[config.mk]
export PLATFORM = sky130hd
export DESIGN_NAME = polynomial_audio_resampler_top_flat
export DESIGN_NICKNAME = d
export VERILOG_FILES = /design/src/hdl/par_pkg.sv /design/src/hdl/par_if.sv /design/src/hdl/par_sermul.sv /design/src/hdl/polynomial_audio_resampler_top.sv /design/src/flat_wrapper.sv
export SDC_FILE = /design/constraint.sdc
export NUM_CORES = 2
export LEC_CHECK = 0
export BUFFER_PORTS_ARGS = -buffer_cell sky130_fd_sc_hd__buf_4
export CAP_MARGIN = 20
export CELL_PAD_IN_SITES_DETAIL_PLACEMENT = 1
export CELL_PAD_IN_SITES_GLOBAL_PLACEMENT = 2
export CORE_ASPECT_RATIO = 0.75
export CORE_MARGIN = 1
export CORE_UTILIZATION = 40
export DETAILED_ROUTE_END_ITERATION = 12
export GPL_ROUTABILITY_DRIVEN = 0
export GPL_TIMING_DRIVEN = 0
export PLACE_DENSITY = 0.92
export SETUP_SLACK_MARGIN = 0.5
export SLEW_MARGIN = 0
export SYNTH_ARGS = -nofsm -noshare
export SYNTH_HDL_FRONTEND = slang
export SYNTH_SLANG_ARGS = --single-unit
[constraint.sdc]
create_clock -name clk -period 8.8 [get_ports clk]
set_clock_uncertainty 0.05 [all_clocks]
set_input_delay 2.2 -clock clk [delete_from_list [all_inputs] [get_ports clk]]
set_output_delay 2.2 -clock clk [all_outputs]
set_load 0.01 [all_outputs]
[src/hdl/par_pkg.sv]
// Shared types, constants and the coefficient table of the resampler.
package par_pkg;
  localparam int TAPS = 10;
  localparam int ORDER = 6;
  localparam int FRAC_BITS = 14;
  localparam int STEP_W = 36;
  localparam int PHASE_W = 37;
  localparam int LIMIT_W = 7;
  localparam int OUT_W = 32;
  localparam int IN_W = 16;
  localparam int COEF_W = 16;
  localparam int MAX_OUT = 64;
  localparam int ACC_W = 64;

  localparam logic [0:0] ACT_PUSH = 1'b0;
  localparam logic [0:0] ACT_CLEAR = 1'b1;

  localparam logic [0:0] REG_STEP = 1'b0;
  localparam logic [0:0] REG_LIMIT = 1'b1;

  typedef logic signed [COEF_W-1:0] coef_t;

  typedef struct packed {
    logic signed [ACC_W-1:0] a;
    logic signed [ACC_W-1:0] b;
  } mul_req_t;

  function automatic coef_t coef_at(input logic [2:0] k, input logic [3:0] i);
    coef_t c;
    c = '0;
    case ({k, i})
      {3'd0, 4'd4}: c = 16'sd16384;
      {3'd1, 4'd0}: c = 16'sd133;   {3'd1, 4'd1}: c = -16'sd894;
      {3'd1, 4'd2}: c = 16'sd3513;  {3'd1, 4'd3}: c = -16'sd12473;
      {3'd1, 4'd4}: c = -16'sd2217; {3'd1, 4'd5}: c = 16'sd16425;
      {3'd1, 4'd6}: c = -16'sd6285; {3'd1, 4'd7}: c = 16'sd2373;
      {3'd1, 4'd8}: c = -16'sd683;  {3'd1, 4'd9}: c = 16'sd108;
      {3'd2, 4'd0}: c = -16'sd37;   {3'd2, 4'd1}: c = 16'sd339;
      {3'd2, 4'd2}: c = -16'sd2021; {3'd2, 4'd3}: c = 16'sd13844;
      {3'd2, 4'd4}: c = -16'sd24348;{3'd2, 4'd5}: c = 16'sd14142;
      {3'd2, 4'd6}: c = -16'sd2377; {3'd2, 4'd7}: c = 16'sd560;
      {3'd2, 4'd8}: c = -16'sd116;  {3'd2, 4'd9}: c = 16'sd14;
      {3'd3, 4'd0}: c = -16'sd236;  {3'd3, 4'd1}: c = 16'sd1496;
      {3'd3, 4'd2}: c = -16'sd4962; {3'd3, 4'd3}: c = 16'sd5793;
      {3'd3, 4'd4}: c = 16'sd2348;  {3'd3, 4'd5}: c = -16'sd10351;
      {3'd3, 4'd6}: c = 16'sd8789;  {3'd3, 4'd7}: c = -16'sd3887;
      {3'd3, 4'd8}: c = 16'sd1211;  {3'd3, 4'd9}: c = -16'sd201;
      {3'd4, 4'd0}: c = 16'sd162;   {3'd4, 4'd1}: c = -16'sd1118;
      {3'd4, 4'd2}: c = 16'sd4309;  {3'd4, 4'd3}: c = -16'sd9509;
      {3'd4, 4'd4}: c = 16'sd11721; {3'd4, 4'd5}: c = -16'sd7720;
      {3'd4, 4'd6}: c = 16'sd2218;  {3'd4, 4'd7}: c = 16'sd115;
      {3'd4, 4'd8}: c = -16'sd236;  {3'd4, 4'd9}: c = 16'sd58;
      {3'd5, 4'd0}: c = -16'sd21;   {3'd5, 4'd1}: c = 16'sd176;
      {3'd5, 4'd2}: c = -16'sd839;  {3'd5, 4'd3}: c = 16'sd2345;
      {3'd5, 4'd4}: c = -16'sd3888; {3'd5, 4'd5}: c = 16'sd3888;
      {3'd5, 4'd6}: c = -16'sd2345; {3'd5, 4'd7}: c = 16'sd839;
      {3'd5, 4'd8}: c = -16'sd176;  {3'd5, 4'd9}: c = 16'sd21;
      default: c = '0;
    endcase
    return c;
  endfunction
endpackage

[src/hdl/par_if.sv]
// Valid/ready channel interfaces for samples, results and configuration.
interface par_in_if;
  logic valid;
  logic ready;
  logic [0:0] action;
  logic signed [15:0] sample_in;
  modport source (output valid, output action, output sample_in, input ready);
  modport sink (input valid, input action, input sample_in, output ready);
endinterface

interface par_out_if;
  logic valid;
  logic ready;
  logic signed [31:0] sample_out;
  logic last;
  modport source (output valid, output sample_out, output last, input ready);
  modport sink (input valid, input sample_out, input last, output ready);
endinterface

interface par_cfg_if;
  logic valid;
  logic ready;
  logic [0:0] index;
  logic [35:0] data;
  modport source (output valid, output index, output data, input ready);
  modport sink (input valid, input index, input data, output ready);
endinterface

[src/hdl/par_sermul.sv]
// Bit-serial signed multiplier: one multiplier bit per cycle, 64-bit product.
module par_sermul (
  input  logic clk,
  input  logic rst_n,
  input  logic start,
  input  par_pkg::mul_req_t req,
  output logic busy,
  output logic done,
  output logic signed [par_pkg::ACC_W-1:0] prod
);
  import par_pkg::*;
  localparam int CNT_W = $clog2(ACC_W + 1);

  logic signed [ACC_W-1:0] mcand_r, mcand_nxt;
  logic [ACC_W-1:0] mplier_r, mplier_nxt;
  logic signed [ACC_W-1:0] acc_r, acc_nxt;
  logic [CNT_W-1:0] cnt_r, cnt_nxt;
  logic busy_r, busy_nxt, done_r, done_nxt;

  // two's complement serial multiply mod 2^64: add shifted multiplicand per bit
  always_comb begin
    mcand_nxt = mcand_r;
    mplier_nxt = mplier_r;
    acc_nxt = acc_r;
    cnt_nxt = cnt_r;
    busy_nxt = busy_r;
    done_nxt = 1'b0;
    if (start) begin
      mcand_nxt = req.a;
      mplier_nxt = req.b;
      acc_nxt = '0;
      cnt_nxt = '0;
      busy_nxt = 1'b1;
    end else if (busy_r) begin
      if (mplier_r[0]) acc_nxt = acc_r + mcand_r;
      mcand_nxt = mcand_r <<< 1;
      mplier_nxt = mplier_r >> 1;
      cnt_nxt = cnt_r + 1'b1;
      if (cnt_r == CNT_W'(ACC_W - 1) || mplier_nxt == '0) begin
        busy_nxt = 1'b0;
        done_nxt = 1'b1;
      end
    end
  end

  always_ff @(posedge clk) begin
    if (!rst_n) begin
      busy_r <= 1'b0;
      done_r <= 1'b0;
      cnt_r <= '0;
    end else begin
      busy_r <= busy_nxt;
      done_r <= done_nxt;
      cnt_r <= cnt_nxt;
    end
    mcand_r <= mcand_nxt;
    mplier_r <= mplier_nxt;
    acc_r <= acc_nxt;
  end

  assign busy = busy_r;
  assign done = done_r;
  assign prod = acc_r;
endmodule

[src/hdl/polynomial_audio_resampler_top.sv]
// Top level of the polynomial sample-rate converter.
//   channel | dir | payload
//   in_     | in  | action, sample_in
//   out_    | out | sample_out, last
//   cfg_    | in  | index (0 phase_step, 1 output_limit), data
// One item at a time. Each output: 60 dot-product terms and 6 Horner steps, each
// through one bit-serial multiplier, which sets the pace; each push also passes
// through a check step.
// Reset is synchronous: history, phase and primed clear at once, registers reload.
// A stalled out_ beat holds the engine in its emit step once the next output is
// ready; in_ is taken only when the block is idle.
module polynomial_audio_resampler_top #(
  parameter int SAMPLE_WIDTH = 16
) (
  input logic clk,
  input logic rst_n,
  par_in_if.sink in_ch,
  par_out_if.source out_ch,
  par_cfg_if.sink cfg_ch
);
  import par_pkg::*;

  localparam logic [2:0] S_IDLE = 3'd0;
  localparam logic [2:0] S_CHECK = 3'd1;
  localparam logic [2:0] S_DOT = 3'd2;
  localparam logic [2:0] S_HORN = 3'd3;
  localparam logic [2:0] S_EMIT = 3'd4;
  localparam logic [2:0] S_WAIT = 3'd5;
  localparam logic [2:0] S_WAITH = 3'd6;

  logic [2:0] st_r, st_nxt;
  logic signed [SAMPLE_WIDTH-1:0] hist_r [TAPS];
  logic signed [SAMPLE_WIDTH-1:0] hist_nxt [TAPS];
  logic [PHASE_W-1:0] phase_r, phase_nxt;
  logic primed_r, primed_nxt;
  logic [STEP_W-1:0] step_r;
  logic [LIMIT_W-1:0] limit_r;
  logic [2:0] k_r, k_nxt;
  logic [3:0] i_r, i_nxt;
  logic [LIMIT_W-1:0] n_r, n_nxt;
  logic signed [ACC_W-1:0] acc_r, acc_nxt, c_r, c_nxt;
  logic signed [OUT_W-1:0] res_r, res_nxt;
  logic last_r, last_nxt, ov_r, ov_nxt;

  logic mstart, mbusy, mdone;
  mul_req_t mreq;
  logic signed [ACC_W-1:0] mprod;
  logic [LIMIT_W-1:0] cap;
  logic [FRAC_BITS-1:0] mu;
  logic more;
  logic [PHASE_W-1:0] ph_adv;
  logic signed [ACC_W-1:0] hsum;
  logic [SAMPLE_WIDTH-1:0] smp_raw;

  par_sermul u_mul (.clk(clk), .rst_n(rst_n), .start(mstart), .req(mreq),
    .busy(mbusy), .done(mdone), .prod(mprod));

  // raw field bits, zero-extended or cut to the sample width
  assign smp_raw = SAMPLE_WIDTH'($unsigned(in_ch.sample_in));
  assign cap = (limit_r > LIMIT_W'(MAX_OUT)) ? LIMIT_W'(MAX_OUT) : limit_r;
  assign mu = phase_r[31:32-FRAC_BITS];
  assign ph_adv = phase_r + PHASE_W'(step_r);
  assign more = (ph_adv < (PHASE_W'(1) << 32)) && ((n_r + 1'b1) < cap);
  assign hsum = (mprod >>> FRAC_BITS) + c_r;

  assign in_ch.ready = (st_r == S_IDLE);
  assign cfg_ch.ready = 1'b1;
  assign out_ch.valid = ov_r;
  assign out_ch.sample_out = res_r;
  assign out_ch.last = last_r;

  always_comb begin
    st_nxt = st_r;
    hist_nxt = hist_r;
    phase_nxt = phase_r;
    primed_nxt = primed_r;
    k_nxt = k_r;
    i_nxt = i_r;
    n_nxt = n_r;
    acc_nxt = acc_r;
    c_nxt = c_r;
    res_nxt = res_r;
    last_nxt = last_r;
    ov_nxt = ov_r;
    mstart = 1'b0;
    mreq.a = ACC_W'(coef_at(k_r, i_r));
    mreq.b = ACC_W'(hist_r[i_r]);
    if (ov_r && out_ch.ready) ov_nxt = 1'b0;
    case (st_r)
      S_IDLE: begin
        if (in_ch.valid) begin
          if (in_ch.action == ACT_CLEAR) begin
            for (int t = 0; t < TAPS; t++) hist_nxt[t] = '0;
            phase_nxt = '0;
            primed_nxt = 1'b0;
          end else begin
            for (int t = 0; t < TAPS - 1; t++)
              hist_nxt[t] = primed_r ? hist_r[t+1] : $signed(smp_raw);
            hist_nxt[TAPS-1] = $signed(smp_raw);
            primed_nxt = 1'b1;
            n_nxt = '0;
            st_nxt = S_CHECK;
          end
        end
      end
      S_CHECK: begin
        if (phase_r < (PHASE_W'(1) << 32) && cap != '0) begin
          k_nxt = 3'(ORDER - 1);
          i_nxt = '0;
          acc_nxt = '0;
          c_nxt = '0;
          st_nxt = S_DOT;
        end else begin
          if (phase_r >= (PHASE_W'(1) << 32)) phase_nxt = phase_r - (PHASE_W'(1) << 32);
          st_nxt = S_IDLE;
        end
      end
      S_DOT: begin
        if (!mbusy && !mdone && !mstart) begin
          mstart = 1'b1;
          st_nxt = S_WAIT;
        end
      end
      S_WAIT: begin
        if (mdone) begin
          c_nxt = c_r + mprod;
          if (i_r == 4'(TAPS - 1)) begin
            mreq.a = acc_r;
            mreq.b = ACC_W'(mu);
            mstart = 1'b1;
            st_nxt = S_WAITH;
          end else begin
            i_nxt = i_r + 1'b1;
            st_nxt = S_DOT;
          end
        end
      end
      S_WAITH: begin
        if (mdone) begin
          acc_nxt = hsum;
          c_nxt = '0;
          i_nxt = '0;
          if (k_r == '0) begin
            st_nxt = S_EMIT;
          end else begin
            k_nxt = k_r - 1'b1;
            st_nxt = S_DOT;
          end
        end
      end
      S_EMIT: begin
        if (!ov_r || out_ch.ready) begin
          ov_nxt = 1'b1;
          res_nxt = OUT_W'(acc_r >>> FRAC_BITS);
          last_nxt = !more;
          n_nxt = n_r + 1'b1;
          phase_nxt = ph_adv;
          if (more) begin
            k_nxt = 3'(ORDER - 1);
            acc_nxt = '0;
            c_nxt = '0;
            st_nxt = S_DOT;
          end else begin
            if (ph_adv >= (PHASE_W'(1) << 32)) phase_nxt = ph_adv - (PHASE_W'(1) << 32);
            st_nxt = S_IDLE;
          end
        end
      end
      default: st_nxt = S_IDLE;
    endcase
  end

  always_ff @(posedge clk) begin
    if (!rst_n) begin
      st_r <= S_IDLE;
      for (int t = 0; t < TAPS; t++) hist_r[t] <= '0;
      phase_r <= '0;
      primed_r <= 1'b0;
      step_r <= STEP_W'(64'h1_0000_0000);
      limit_r <= LIMIT_W'(MAX_OUT);
      ov_r <= 1'b0;
      n_r <= '0;
      k_r <= '0;
      i_r <= '0;
    end else begin
      st_r <= st_nxt;
      hist_r <= hist_nxt;
      phase_r <= phase_nxt;
      primed_r <= primed_nxt;
      ov_r <= ov_nxt;
      n_r <= n_nxt;
      k_r <= k_nxt;
      i_r <= i_nxt;
      if (cfg_ch.valid) begin
        if (cfg_ch.index == REG_STEP) step_r <= cfg_ch.data;
        else limit_r <= cfg_ch.data[LIMIT_W-1:0];
      end
    end
    acc_r <= acc_nxt;
    c_r <= c_nxt;
    res_r <= res_nxt;
    last_r <= last_nxt;
  end
endmodule

[src/flat_wrapper.sv]
// flat-port wrapper written by rule: the top's interface ports become plain ports
module polynomial_audio_resampler_top_flat import par_pkg::*;
#(
  parameter int SAMPLE_WIDTH = 16
)
  (clk, rst_n, in_ch_valid, in_ch_action, in_ch_sample_in, in_ch_ready, out_ch_valid, out_ch_sample_out, out_ch_last, out_ch_ready, cfg_ch_valid, cfg_ch_index, cfg_ch_data, cfg_ch_ready);
  par_in_if in_ch_i ();
  par_out_if out_ch_i ();
  par_cfg_if cfg_ch_i ();
  input logic clk;
  input logic rst_n;
  input wire logic [$bits(in_ch_i.valid)-1:0] in_ch_valid;
  input wire logic [$bits(in_ch_i.action)-1:0] in_ch_action;
  input wire logic [$bits(in_ch_i.sample_in)-1:0] in_ch_sample_in;
  output wire logic [$bits(in_ch_i.ready)-1:0] in_ch_ready;
  output wire logic [$bits(out_ch_i.valid)-1:0] out_ch_valid;
  output wire logic [$bits(out_ch_i.sample_out)-1:0] out_ch_sample_out;
  output wire logic [$bits(out_ch_i.last)-1:0] out_ch_last;
  input wire logic [$bits(out_ch_i.ready)-1:0] out_ch_ready;
  input wire logic [$bits(cfg_ch_i.valid)-1:0] cfg_ch_valid;
  input wire logic [$bits(cfg_ch_i.index)-1:0] cfg_ch_index;
  input wire logic [$bits(cfg_ch_i.data)-1:0] cfg_ch_data;
  output wire logic [$bits(cfg_ch_i.ready)-1:0] cfg_ch_ready;
  assign in_ch_i.valid = in_ch_valid;
  assign in_ch_i.action = in_ch_action;
  assign in_ch_i.sample_in = in_ch_sample_in;
  assign in_ch_ready = in_ch_i.ready;
  assign out_ch_valid = out_ch_i.valid;
  assign out_ch_sample_out = out_ch_i.sample_out;
  assign out_ch_last = out_ch_i.last;
  assign out_ch_i.ready = out_ch_ready;
  assign cfg_ch_i.valid = cfg_ch_valid;
  assign cfg_ch_i.index = cfg_ch_index;
  assign cfg_ch_i.data = cfg_ch_data;
  assign cfg_ch_ready = cfg_ch_i.ready;
  polynomial_audio_resampler_top #(.SAMPLE_WIDTH(SAMPLE_WIDTH)) u_core (.clk(clk), .rst_n(rst_n), .in_ch(in_ch_i), .out_ch(out_ch_i), .cfg_ch(cfg_ch_i));
endmodule
==> summary.txt <==
Global route
  • First-pass GRT wire length: 244000 µm
  • Tot GR Track Use: between 30 and 40%
  • Largest net degree at the start of global routing: 72
  • Antenna violations before repair: 3
  • Vias in the first global route: 39100
  • Total grt overflow: 0

Drt
  • DRT Pass-1 Iters: 6
  • Final wirelength: between 150000 and 200000 µm
  • Vias: 40200
  • Post-DRT Antenna Nets: 0
  • 1st-iter DRT viols: 4605
  • Drt wl/cell: approximately 25 µm
  • Via-to-Cell Ratio: between 6 and 7
  • DRC violations left: 0

Die
  • Starting Density: 40.3%
  • Die area: 103000 µm²
  • Die width: 371 µm
  • Core box area: about 100000 µm²
  • Top Ports: 95
  • Site row count: 101
  • Die span in y: approximately 280 µm

Critical path
  • CP Max Fanout: 13
  • Critical Path End Type: flip-flop
  • CP Class: flip-flop to flip-flop
  • Worst Setup Start Kind: flip-flop
  • Critical path launch point: u_core.i_r[1]
  • R2R Path Start: u_core.i_r[1]
  • Slack of the worst reg-to-reg path: roughly 2.4 ns
  • Critical Path RT: between 9 and 10 ns
  • R2R depth: 14
  • Worst EP arrival: 6.89 ns
  • R2R Path End: u_core.u_mul.prod[60]

Timing
  • Setup violators final: 0
  • Worst slew pin tran: 1.16 ns
  • Crit share post-route: 72.3%
  • Slew Limit Fails: 0
  • Count of final hold-check violations: 0
  • Max_slew headroom: 21.7%
  • RSZ-0062 raised after global routing: no
  • Setup ws final: ~2.4 ns
  • FMAX: ~160 MHz
  • Min Tclk post-route: 6.36 ns
  • Final TNS setup: 0 ns
  • Fin Hold WS: 0.402 ns

Final layout
  • # diodes: 0
  • Final Net Count: 5377
  • Non-filler instance count after layout: 6455
  • Post-layout util: ~45%
  • Area growth, synth to finish: 12.6%
  • Final instance area: roughly 46000 µm²
  • Layout cell share with drive strength beyond 1: 6.68%

Yosys
  • Synth Flop Type: dfxtp_1
  • Count of cell types in the netlist: 99
  • Synth top area share: between 20% and 30%
  • Register area share after synthesis: a little under two fifths
  • Mapped Area: 40800 µm²
  • Post-Synthesis Cells: 4877
  • Async SR Flop Fraction: 0%
  • YS warnings: 0
  • Synth top cells by count: a21oi_1, nor2_1, nand2_1, dfxtp_1, clkbuf_1
  • Synth Register Bits: 621
  • Number of enable flip-flop cells after synthesis: 289
  • Main area contributors after synthesis: edfxtp_1, dfxtp_1, a21oi_1
  • Most frequent cell after synthesis: a21oi_1
  • Avg Cell Area, Syn: 8.36 µm²
  • Largest area contributor in the netlist: edfxtp_1
  • Syn nets: 5199

Placement
  • Placed Instance Area: 43300 µm²
  • DP Wirelength: 125000 µm
  • Dpl cells: ~6300
  • Dpl ws: ~2.3 ns
  • I/O Buffers: 90

Run
  • Max-cap violations: 0

Outcome
  • Status: finished, final reports clean

Clocking
  • CTS Hold Buffers Added: 0
  • CTS sink count: ~620
  • Total CTS buffers: 73
  • CTS tree: done
  • # resized after CTS: 0
  • H-tree levels: 3
  • Clock tree root buffer cell: clkbuf_16
  • Worst skew pair latency: 0.67 ns
  • Clock Path Buffers: 3
  • Post-CTS Setup Bufs: 0
  • Clock-pin slew on the worst setup and hold paths: 0.07 ns

Min path
  • Worst Hold Launch: u_core.acc_r[30]
  • Hold Path Sink: u_core.out_ch.sample_out[16]
  • WHS Path Cells: 0
  • Tightest Hold Check Type: flip-flop to flip-flop

Pwr
  • Total Power: 14.6 mW
  • Switching Share: 44.1%
  • Reg power frac: between 30% and 40%
  • P_int: 8.14 mW
  • P_sw: 6.43 mW
  • Comb pwr share: 45.2%
  • Maximum VDD drop: 0.000205 V
  • Leakage power: 17.7 nW
  • Clk network pwr share: between 20% and 30%
  • Pwr Density: 318 nW/µm²
==> worst max path at each step <==
stage / end / cells after the start
floorplan: u_core.c_r[0] / 6
global placement: u_core.c_r[53] / 13
detailed placement: u_core.u_mul.prod[60] / 14
CTS: u_core.u_mul.prod[60] / 14
global route: u_core.u_mul.prod[60] / 14
finish: u_core.u_mul.prod[60] / 14
==> layout by cell type, fill, tap and decap left out, drive strengths merged, types with 26 or more instances in the layout <==
master / count
a211oi: 41
a21o: 178
a21oi: 750
a22oi: 38
a31oi: 51
and3: 28
buf: 158
clkbuf: 386
dfxtp: 332
edfxtp: 289
ha: 259
inv: 91
mux4: 32
nand2: 480
nand2b: 39
nand3: 87
nand4: 68
nor2: 516
nor2b: 57
nor3: 217
nor3b: 26
nor4: 40
o211ai: 47
o21a: 30
o21ai: 288
o21bai: 39
xnor2: 118
xor2: 80
==> worst max-delay path, cell delays in order (launching register included) <==
cell and delay [ns]:
dfxtp_1 0.41, clkbuf_1 0.47, buf_1 0.70, inv_2 0.31, ha_1 0.39, inv_1 0.20, nor2_1 0.09, and3_1 0.31
and2_1 0.20, clkbuf_1 0.48, clkbuf_1 0.46, nor2_1 0.80, clkbuf_1 0.68, nand2_1 0.42, o21ai_0 0.27
==> flip-flops by register name, summed over array words and instances, names as in the netlist, 4 cells and up <==
register	cells
u_core.limit_r	7
u_core.u_mul.mcand_r	64
u_core.n_r	7
u_core.out_ch.sample_out	32
u_core.u_mul.mplier_r	64
u_core.hist_r	160
u_core.step_r	36
u_core.u_mul.cnt_r	7
u_core.c_r	64
u_core.i_r	4
u_core.acc_r	64
u_core.u_mul.prod	64
u_core.phase_r	37
==> layer usage <==
layer	up-vias	global-route usage [%]	routed length, µm
li1	18300	-	-
met1	19900	46.1	75500
met2	1775	41.7	64000
met3	270	8.96	18200
met4	2	8.39	4440
met5	-	0	51
==> cells by family after synthesis <==
logic type      count (synthesis)  share of synthesized area (%)
compound gates               1648                           24.7
xor+xnor                      198                           4.25
fa+ha+maj                     263                           8.15
buf+inv                       434                           4.09
flops                         621                           37.6
mux                            70                           2.76
other cells                     1                        0.00920
simple gates                 1642                           18.4
==> area by class of cell <==
| type | count | area (µm²) |
|---|---|---|
| clock buffer | 91 | 1950 |
| tap | 1339 | 1680 |
| buffer | 350 | 1350 |
| clock inverter | 45 | 577 |
| fill | 12100 | 55200 |
| multi-input combinational | 3822 | 23800 |
| timing repair buffer | 103 | 882 |
| sequential | 621 | 15300 |
| inverter | 84 | 318 |
==> power groups by stage <==
stage	registers [mW]	clock network [mW]	logic [mW]
floorplan	4.39	0	4.51
global placement	4.79	0	6.07
detailed placement	4.70	0	6.35
CTS	4.65	3.31	6.42
global route	4.73	3.41	7.16
finish	4.69	3.29	6.59
Power figures use the tool's default switching activity.
